==> src/rtl/core/hwmc_pkg.sv <==
// Shared types and constants for the Hamming-distance-one window match counter.
package hwmc_pkg;

	localparam logic [1:0] OP_CLEAR   = 2'd0;
	localparam logic [1:0] OP_PATTERN = 2'd1;
	localparam logic [1:0] OP_REF     = 2'd2;
	localparam logic [1:0] OP_END     = 2'd3;

	localparam int          COUNT_W   = 24;
	localparam logic [23:0] COUNT_MAX = 24'hFF_FFFF;

	localparam logic [7:0] CHAR_A       = 8'h41;
	localparam logic [7:0] CHAR_C       = 8'h43;
	localparam logic [7:0] CHAR_G       = 8'h47;
	localparam logic [7:0] CHAR_T       = 8'h54;
	localparam logic [7:0] CHAR_LOWER_A = 8'h61;
	localparam logic [7:0] CHAR_LOWER_Z = 8'h7A;
	localparam logic [7:0] CASE_OFFSET  = 8'h20;

	typedef struct packed {
		logic [1:0] operation;
		logic [7:0] symbol;
	} req_t;

	typedef struct packed {
		logic [COUNT_W-1:0] match_count;
		logic               count_saturated;
	} rsp_t;

	typedef struct packed {
		logic       valid;
		logic [1:0] operation;
		logic       hit;
	} ctl_t;

endpackage

==> src/rtl/core/hwmc_window.sv <==
// Pattern and reference shift registers with the parallel window compare.
module hwmc_window #(
	parameter int PATTERN_MAX = 32
) (
	input  logic          clk,
	input  logic          arst_n,
	input  logic          valid_s1,
	input  hwmc_pkg::req_t req_s1,
	output hwmc_pkg::ctl_t ctl_s2
);

	localparam int LW = $clog2(PATTERN_MAX + 1);

	logic [7:0]             pat_q [PATTERN_MAX];
	logic [7:0]             win_q [PATTERN_MAX];
	logic [PATTERN_MAX-1:0] base_q;
	logic [LW-1:0]          len_q;
	logic [LW-1:0]          fill_q;

	logic [7:0]             sym_up;
	logic                   sym_base;
	logic [7:0]             win_new [PATTERN_MAX];
	logic [PATTERN_MAX-1:0] base_new;
	logic [PATTERN_MAX-1:0] mm;
	logic [PATTERN_MAX-1:0] bm;
	logic [LW-1:0]          fill_nxt;
	logic                   multi;
	logic                   hit;
	logic                   is_pat;
	logic                   is_ref;

	assign is_pat = valid_s1 && (req_s1.operation == hwmc_pkg::OP_PATTERN)
		&& (len_q < LW'(PATTERN_MAX));
	assign is_ref = valid_s1 && (req_s1.operation == hwmc_pkg::OP_REF);

	always_comb begin
		if ((req_s1.symbol >= hwmc_pkg::CHAR_LOWER_A) &&
				(req_s1.symbol <= hwmc_pkg::CHAR_LOWER_Z)) begin
			sym_up = req_s1.symbol - hwmc_pkg::CASE_OFFSET;
		end else begin
			sym_up = req_s1.symbol;
		end
		sym_base = (sym_up == hwmc_pkg::CHAR_A) || (sym_up == hwmc_pkg::CHAR_C) ||
			(sym_up == hwmc_pkg::CHAR_G) || (sym_up == hwmc_pkg::CHAR_T);
	end

	always_comb begin
		win_new[0]  = sym_up;
		base_new[0] = sym_base;
		for (int k = 1; k < PATTERN_MAX; k++) begin
			win_new[k]  = win_q[k-1];
			base_new[k] = base_q[k-1];
		end
		for (int k = 0; k < PATTERN_MAX; k++) begin
			mm[k] = (LW'(k) < len_q) && (win_new[k] != pat_q[k]);
			bm[k] = mm[k] && base_new[k];
		end
	end

	assign fill_nxt = (fill_q < LW'(PATTERN_MAX)) ? fill_q + LW'(1) : fill_q;
	assign multi    = |(mm & (mm - PATTERN_MAX'(1)));
	assign hit      = (len_q != '0) && (fill_nxt >= len_q) && !multi
		&& ((mm == '0) || (|bm));

	// advance the shift registers; entries past the fill level are never counted
	always_ff @(posedge clk) begin
		if (is_pat) begin
			pat_q[0] <= req_s1.symbol;
			for (int k = 1; k < PATTERN_MAX; k++) begin
				pat_q[k] <= pat_q[k-1];
			end
		end
		if (is_ref) begin
			for (int k = 0; k < PATTERN_MAX; k++) begin
				win_q[k] <= win_new[k];
			end
			base_q <= base_new;
		end
	end

	always_ff @(posedge clk or negedge arst_n) begin
		if (!arst_n) begin
			len_q  <= '0;
			fill_q <= '0;
			ctl_s2 <= '0;
		end else begin
			ctl_s2.valid     <= valid_s1;
			ctl_s2.operation <= req_s1.operation;
			ctl_s2.hit       <= hit;
			if (valid_s1) begin
				case (req_s1.operation)
					hwmc_pkg::OP_CLEAR: begin
						len_q  <= '0;
						fill_q <= '0;
					end
					hwmc_pkg::OP_PATTERN: begin
						if (is_pat) begin
							len_q <= len_q + LW'(1);
						end
					end
					hwmc_pkg::OP_REF: begin
						fill_q <= fill_nxt;
					end
					hwmc_pkg::OP_END: begin
						fill_q <= '0;
					end
					default: begin
						fill_q <= fill_q;
					end
				endcase
			end
		end
	end

endmodule

==> src/rtl/core/hwmc_counter.sv <==
// Saturating window counter and result register.
module hwmc_counter (
	input  logic           clk,
	input  logic           arst_n,
	input  hwmc_pkg::ctl_t ctl_s2,
	output hwmc_pkg::rsp_t result,
	output logic           done
);

	logic [hwmc_pkg::COUNT_W-1:0] count_q;
	logic                         sat_q;
	hwmc_pkg::rsp_t               result_q;
	logic                         done_q;

	always_ff @(posedge clk) begin
		if (ctl_s2.valid && (ctl_s2.operation == hwmc_pkg::OP_END)) begin
			result_q.match_count     <= count_q;
			result_q.count_saturated <= sat_q;
		end
	end

	always_ff @(posedge clk or negedge arst_n) begin
		if (!arst_n) begin
			count_q <= '0;
			sat_q   <= 1'b0;
			done_q  <= 1'b0;
		end else begin
			done_q <= ctl_s2.valid && (ctl_s2.operation == hwmc_pkg::OP_END);
			if (ctl_s2.valid) begin
				case (ctl_s2.operation)
					hwmc_pkg::OP_CLEAR, hwmc_pkg::OP_END: begin
						count_q <= '0;
						sat_q   <= 1'b0;
					end
					hwmc_pkg::OP_REF: begin
						if (ctl_s2.hit && (count_q != hwmc_pkg::COUNT_MAX)) begin
							count_q <= count_q + hwmc_pkg::COUNT_W'(1);
							if (count_q == hwmc_pkg::COUNT_MAX - hwmc_pkg::COUNT_W'(1)) begin
								sat_q <= 1'b1;
							end
						end
					end
					default: begin
						count_q <= count_q;
					end
				endcase
			end
		end
	end

	assign result = result_q;
	assign done   = done_q;

endmodule

==> src/rtl/core/hamming1_window_match_counter_top.sv <==
// Top level of the Hamming-distance-one window match counter.
// The block takes one request per clock cycle and never raises busy. Pattern
// bytes shift into a pattern register and reference bytes into a window register;
// every window position is compared in parallel on the registered request and the
// count updates from the registered outcome. An end request passes the request,
// control and result registers, its result shown on result for one cycle with done
// high; the receiver cannot stall it, so it must take every result as it comes.
module hamming1_window_match_counter_top #(
	parameter int PATTERN_MAX = 32
) (
	input  logic           clk,
	input  logic           arst_n,
	input  logic           start,
	output logic           busy,
	input  hwmc_pkg::req_t request,
	output hwmc_pkg::rsp_t result,
	output logic           done
);

	logic           valid_s1;
	hwmc_pkg::req_t req_s1;
	hwmc_pkg::ctl_t ctl_s2;

	assign busy = 1'b0;

	always_ff @(posedge clk) begin
		req_s1 <= request;
	end

	always_ff @(posedge clk or negedge arst_n) begin
		if (!arst_n) begin
			valid_s1 <= 1'b0;
		end else begin
			valid_s1 <= start && !busy;
		end
	end

	hwmc_window #(
		.PATTERN_MAX(PATTERN_MAX)
	) u_window (
		.clk     (clk),
		.arst_n  (arst_n),
		.valid_s1(valid_s1),
		.req_s1  (req_s1),
		.ctl_s2  (ctl_s2)
	);

	hwmc_counter u_counter (
		.clk   (clk),
		.arst_n(arst_n),
		.ctl_s2(ctl_s2),
		.result(result),
		.done  (done)
	);

endmodule

==> config.mk <==
export PLATFORM = sky130hd
export DESIGN_NAME = hamming1_window_match_counter_top
export DESIGN_NICKNAME = d
export VERILOG_FILES = /design/src/rtl/core/hwmc_pkg.sv /design/src/rtl/core/hwmc_window.sv /design/src/rtl/core/hwmc_counter.sv /design/src/rtl/core/hamming1_window_match_counter_top.sv
export SDC_FILE = /design/constraint.sdc
export NUM_CORES = 1
export LEC_CHECK = 0
export BUFFER_PORTS_ARGS = -buffer_cell sky130_fd_sc_hd__buf_2
export CORE_UTILIZATION = 39
export DETAILED_ROUTE_END_ITERATION = 16
export PLACE_DENSITY = 0.6
export SLEW_MARGIN = 20
export SYNTH_ARGS = -nofsm -noshare
export SYNTH_HDL_FRONTEND = slang
export SYNTH_SLANG_ARGS = --single-unit
==> constraint.sdc <==
create_clock -name clk -period 23.8 [get_ports clk]
set_input_delay 1.19 -clock clk [delete_from_list [all_inputs] [get_ports clk]]
set_output_delay 1.19 -clock clk [all_outputs]
set_load 0.05 [all_outputs]
## Yosys cells after proc, flatten, opt, wreduce, memory -nomap -nowiden

Memories as Yosys holds them, arrays and structs flattened.
Cells that the tools add are included.

- Reduce and logical (&&, ||, !) cells: 93
- Bitwise operators: 1
- Muxes and demuxes: 14
- Add/subtract/negate cells: 5
- Magnitude comparators: 37
- Equal/unequal tests: 46

Operator list:

| cell | count |
|---|---|
| 8-bit inequality test | 32 |
| 5-bit by 6-bit < comparator with 1-bit output (first input constant) | 16 |
| 1-bit logical AND | 73 |
| 32-bit OR reduction | 2 |
| 4-bit by 6-bit < comparator with 1-bit output (first input constant) | 8 |
| 24-bit case mux with 2 select lines | 1 |
| 32-bit bitwise AND | 1 |
| 8-bit by 7-bit equality test with 1-bit output (second input constant) | 4 |
| 32-bit zero test | 1 |
| 32-bit by 1-bit subtractor with 32-bit output (second input constant) | 1 |
| 24-bit by 1-bit adder with 24-bit output (second input constant) | 1 |
| 24-bit equality test (second input constant) | 1 |
| 3-bit by 6-bit < comparator with 1-bit output (first input constant) | 4 |
| 24-bit 2-to-1 mux | 1 |
| 24-bit inequality test (second input constant) | 1 |
| 6-bit case mux with 2 select lines | 2 |
| 6-bit by 1-bit adder with 6-bit output (second input constant) | 2 |
| 1-bit by 6-bit < comparator with 1-bit output (first input constant) | 2 |
| 2-bit by 6-bit < comparator with 1-bit output (first input constant) | 2 |
| 6-bit < comparator (second input constant) | 2 |
| 6-bit 2-to-1 mux | 2 |
| 2-bit equality test (second input constant) | 4 |
| 8-bit by 7-bit >= comparator with 1-bit output (second input constant) | 1 |
| 8-bit by 7-bit less-or-equal comparator with 1-bit output (second input constant) | 1 |
| other kinds (16) | 31 |

- Memories kept: 2
- Input bits: 13
- Register bits: 109
- Bits in writable memories: 512

Memories:

| memory | words | width | rd ports | clocked after memory_dff | wr ports | RTL line | text |
|---|---|---|---|---|---|---|---|
| u_window.pat_q | 32 | 8 | 32 | 0 | 32 | hwmc_window.sv:14 | `logic [7:0] pat_q [PATTERN_MAX];` |
| u_window.win_q | 32 | 8 | 31 | 0 | 32 | hwmc_window.sv:15 | `logic [7:0] win_q [PATTERN_MAX];` |

## Logic depth before layout (Yosys ltp)

- Depth after elaboration: 11
- Gate-level depth with buffers: 12
- Gate-level depth less buffers: 11

## Modules after synthesis

A second synthesis with hierarchy kept.

- Cells, all modules: 1362
- Area total of the unflattened synthesis: 23485.0 um^2

Modules (own cells, without submodules):

| module | cells each | area an instance (um^2) | times used |
|---|---|---|---|
| hwmc_window | 1157 | 20906.3 | 1 |
| hwmc_counter | 192 | 2342.2 | 1 |
| hamming1_window_match_counter_top | 13 | 236.5 | 1 |

## Worst setup path before layout

No wires, ideal clock.

- Path type: register to register
- From: register u_window.len_q[5]
- To: register u_window.len_q[4]
- Period minus slack after synthesis: 9.267 ns
- Path buffers: 2
- Required time: 23.669 ns
- Stages on the path, launching flop included: 9
- Arrival: 9.136 ns
- Path slack: 14.533 ns
- Path through: dfrtp_1 > inv_1 > clkbuf_1 > and3_1 > clkbuf_1 > nand2_1 > nor2_1 > xnor2_1 > a21oi_1

- Cells in the longest elaborated chain, start to end: 4

Ends and longest elaborated chain:

| what | RTL line | text |
|---|---|---|
| start, declared | hwmc_window.sv:17 | `logic [LW-1:0] len_q;` |
| start signal, assigned | hwmc_window.sv:98 | `len_q <= len_q + LW'(1);` |
| 6-bit < comparator | hwmc_window.sv:33 | `&& (len_q < LW'(PATTERN_MAX));` |
| 1-bit logical AND | hwmc_window.sv:33 |  |
| named net u_window.is_pat | hwmc_window.sv:29 | `logic is_pat;` |
| 2-bit by 1-bit inequality test with 1-bit output (no source line) | - |  |
| 3-bit AND reduction (no source line) | - |  |

The timed path passes the listed nets, and every way through them passes these cells.
A chain may end at the register's enable or synchronous reset.

## Worst setup path after layout

- From: register u_window.len_q[1]
- To: register, netlist name u_window.ctl_s2[0]

- Cells in the longest elaborated chain, start to end: 8

Ends and longest elaborated chain:

| what | RTL line | text |
|---|---|---|
| 1-bit by 6-bit < comparator with 1-bit output, or another cell as far along | hwmc_window.sv:55 | `mm[k] = (LW'(k) < len_q) && (win_new[k] != pat_q[k]);` |
| 1-bit logical AND | hwmc_window.sv:55 |  |
| 32-bit by 1-bit subtractor with 32-bit output | hwmc_window.sv:61 | `assign multi = \|(mm & (mm - PATTERN_MAX'(1)));` |
| 32-bit bitwise AND | hwmc_window.sv:61 |  |
| 32-bit OR reduction | hwmc_window.sv:61 |  |
| 1-bit zero test | hwmc_window.sv:62 | `assign hit = (len_q != '0) && (fill_nxt >= len_q) && !multi` |
| 1-bit logical AND | hwmc_window.sv:62 |  |
| 1-bit logical AND * | hwmc_window.sv:63 | `&& ((mm == '0) \|\| (\|bm));` |
| named net u_window.hit | hwmc_window.sv:28 | `logic hit;` |

Mark *: on every way through the listed nets, which the timed path passes. The rest lies on a longest branch.

==> impl_summary.log <==
INFO  metric die_w = 246 um
INFO  metric clkSlewWorstSetupHoldPaths = 0.06 ns
INFO  metric resized_gates_after_cts = 0
INFO  metric maxClockFrequency = 251 MHz
INFO  metric first_global_vias = 11500
INFO  metric layout.area.seq = 18100 um^2
INFO  metric synth_sequential_area_ratio = 77.8%
INFO  metric grt_max_degree = 181
INFO  metric maxSlewViolCount = 0
INFO  metric h_tree_depth_reported_by_cts = 2
INFO  metric final_period_minus_worst_setup_slack = 3.99 ns
INFO  metric area_of_the_multi_input_gates = 5010 um^2
INFO  metric max_cap_violations = 0
INFO  metric flow.area_growth_from_synthesis = 13.6%
INFO  metric required_time_reported_for_the_critical_path_endpoint = 24.31 ns
INFO  metric post_synth_instance_area = 23300 um^2
INFO  metric tightest_slew = 1.33 ns
INFO  metric gpl_congestion = 0.839
INFO  metric post-route-drc-count = 0
INFO  metric synth_ff_type = edfxtp_1
INFO  metric initial_utilization = 39.4%
INFO  metric insertion_delay = 0.61 ns
INFO  metric insertedDiodeCount = 0
INFO  metric core_area = 59000 um^2
INFO  metric core.rowCount = 89
INFO  metric die_h = 246 um
INFO  metric synth_edf_count = 560
INFO  metric grt_overall_usage = 14.1%
INFO  metric gr-total-overflow = 0
INFO  metric synth.lib_cells_used.distinct = 69
INFO  metric detail_route.iter0.violations = 882
INFO  metric timing.max_slew.rel_slack = 11.6%
INFO  metric finalHoldViolCount = 0
INFO  metric detail_route.wirelength = 42600 um
INFO  metric vias = 11200
INFO  metric clkSinkCount = 613
INFO  metric mappedNetlistNets = 1370
INFO  metric io_pins = 40
INFO  metric grt_setup_unrepaired = no
INFO  metric synth_warnings = 0
INFO  metric synth_area_per_cell = 17.3 um^2
INFO  metric drtPass1Iterations = 6
INFO  metric total_power = 2290 uW
INFO  metric powerDensity = 86.7 nW/um^2
INFO  metric port_buffers = 38
INFO  metric cts_tree = built
INFO  metric syn_inst_count = 1341
INFO  metric cts_bufs_inserted = 59
INFO  metric hp-class = flop to flop
INFO  metric critPathMaxFanout = 12
INFO  metric setup_viol_count_final = 0
INFO  metric clockBufferDepth = 3
INFO  metric total_of_fill_cells_in_the_finished_design = 5107
INFO  metric die_area = 60600 um^2
INFO  metric whs = 0.375 ns
INFO  metric finalCritPeriodShare = 16.8%
INFO  metric grt_first_pass_wirelength = 65400 um
INFO  metric yosys_register_bits = 613
INFO  metric async_flop_share = 7.01%
INFO  metric fin_worst_skew = 0.0267 ns
INFO  metric finish.net_count = 1458
INFO  metric cellLeakagePower = 0.00918 uW
INFO  metric place.detailed.hpwl = 27500 um
INFO  metric setup_total_negative_slack = 0 ns
INFO  metric postCtsHoldBufs = 0
INFO  metric run_status = complete, no violations
INFO  metric antenna_left = 0
INFO  metric vias_per_cell = 4.97
INFO  metric setup.worst_path.start_class = flop
INFO  metric critical_path_class = flop to flop
INFO  metric worst_ep_arrival_time = 4.50 ns
INFO  metric layout-drive-gt1-share = 10.7%
INFO  metric power.ir.vdd_worst = 0.0588 mV
INFO  metric routedWlPerCell = 18.9 um
INFO  metric worstSetupEndpointType = flop
INFO  metric antenna_found_initial = 0
INFO  metric postCtsSetupBuffers = 0
INFO  metric clock_tree.root_cell = clkbuf_16
-- worst paths after layout --
path                                                      to  slack [ns]  depth (start not counted)                           from
max                             u_window.ctl_s2[0]$_DFF_PN0_       19.81                         11  u_window.len_q[1]$_DFFE_PN0P_
min                             u_window.ctl_s2[1]$_DFF_PN0_        0.38                          0              req_s1[8]$_DFF_P_
max reg2reg                     u_window.ctl_s2[0]$_DFF_PN0_       19.81                         11  u_window.len_q[1]$_DFFE_PN0P_
min reg2reg                     u_window.ctl_s2[1]$_DFF_PN0_        0.38                          0              req_s1[8]$_DFF_P_
max in group asynchronous  u_counter.count_q[11]$_DFFE_PN0P_       22.82                          1                         arst_n
min in group asynchronous  u_counter.count_q[12]$_DFFE_PN0P_        0.58                          1                         arst_n
-- logic make-up (layout without fill, tap and decap cells) --
logic type	Yosys count	in the layout	synth area share (%)
fa+ha+maj	19	19	0.995
buf+inv	41	177	0.683
compound gates	133	133	3.79
mux	1	1	0.0484
simple gates	250	250	6.00
xor+xnor	283	283	10.7
flops	613	613	77.8
other cells	1	1	0.0161
-- metrics by stage --
stage / utilization [%] / std cells / cell area [um^2] / worst slack (ns)
2_1_floorplan: - / 1341 / 23300 / 14.53
3_3_place_gp: 41.4 / 2141 / 24400 / 19.87
3_5_place_dp: 41.4 / 2141 / 24400 / 19.81
4_1_cts: 44.7 / 2250 / 26400 / 19.78
5_1_grt: 44.8 / 2250 / 26400 / 19.61
6_report: 44.8 / 2250 / 26400 / 19.81
-- layout by cell type (no fill, tap or decap), types with 3 or more instances in the layout --
master,netlist,routed
a31oi_1,4,4
a22o_1,4,4
ha_1,16,16
o21ai_0,25,25
and4_1,5,5
nor2b_1,5,5
buf_2,1,37
a22oi_1,17,17
and3_1,6,4
clkbuf_16,0,61
nor2_1,43,43
clkinv_1,0,7
nand2b_1,9,9
bufinv_16,0,9
inv_1,24,24
nand3b_1,3,3
edfxtp_1,560,560
or2_2,7,7
a211oi_1,5,5
nor3_1,7,7
xor2_1,207,207
or3_1,4,4
buf_4,1,6
a21oi_1,35,35
dfxtp_1,10,10
clkbuf_1,13,12
nand2_1,40,40
o22ai_1,4,4
o211ai_1,3,3
nand3_1,28,28
clkinv_2,0,16
o31ai_1,5,5
nor4_1,50,50
a21o_1,9,9
dfrtp_1,43,43
nand4_1,25,25
xnor2_1,76,76
-- power breakdown --
group	switching (uW)	internal (uW)
Sequential	24.4	1200
Clock	388	572
Combinational	68.2	38.1
-- worst max-delay path, cell delays in order (launching register included) --
cell	delay [ns]
dfrtp_1	0.58
inv_1	0.28
ha_1	0.36
nor2b_1	0.11
o21ai_0	0.51
a22oi_1	0.35
or4_1	0.59
a21oi_1	0.21
o21bai_1	0.10
nor4_1	0.37
nand4_1	0.16
nor4_2	0.28
-- area by class of cell --
cell class | instances | share of cell area, %
clock buffers | 75 | 6.05
repair buffers | 44 | 0.947
clock inverters | 34 | 1.53
well taps | 773 | 3.66
flip-flops and latches | 613 | 68.5
inverters | 24 | 0.341
multi-input cells | 687 | 19.0
-- per-layer routing --
metal / global-route usage (%) / up-vias / wire (um)
met1: 18.0 / 5636 / 18200
li1: - / 5257 / -
met4: 4.37 / 0 / 928
met3: 3.21 / 70 / 2190
met2: 23.8 / 218 / 21400
met5: 0 / - / 0
-- synth_stat cells, types with 5 or more instances --
cell	count	area share, %
xor2_1	207	7.8
nor2b_1	5	0.13
nor4_1	50	1.3
or2_2	7	0.19
a211oi_1	5	0.16
and3_1	6	0.16
a21oi_1	35	0.75
inv_1	24	0.39
dfrtp_1	43	4.6
nand2_1	40	0.65
nand3_1	28	0.60
and4_1	5	0.19
xnor2_1	76	2.9
a21o_1	9	0.29
nor3_1	7	0.15
edfxtp_1	560	72
nand2b_1	9	0.24
dfxtp_1	10	0.86
a22oi_1	17	0.55
o31ai_1	5	0.16
o21ai_0	25	0.54
nand4_1	25	0.67
clkbuf_1	13	0.21
ha_1	16	0.86
nor2_1	43	0.69
-- state kept, by name, summed over array words and instances (netlist names) --
signal / count
req_s1: 10
u_counter.count_q: 24
u_counter.done: 1
u_counter.result: 25
u_counter.sat_q: 1
u_window.base_q: 31
u_window.ctl_s2: 4
u_window.fill_q: 6
u_window.len_q: 6
u_window.pat_q: 256
u_window.win_q: 248
valid_s1: 1
(Power assumes the default switching activity.)
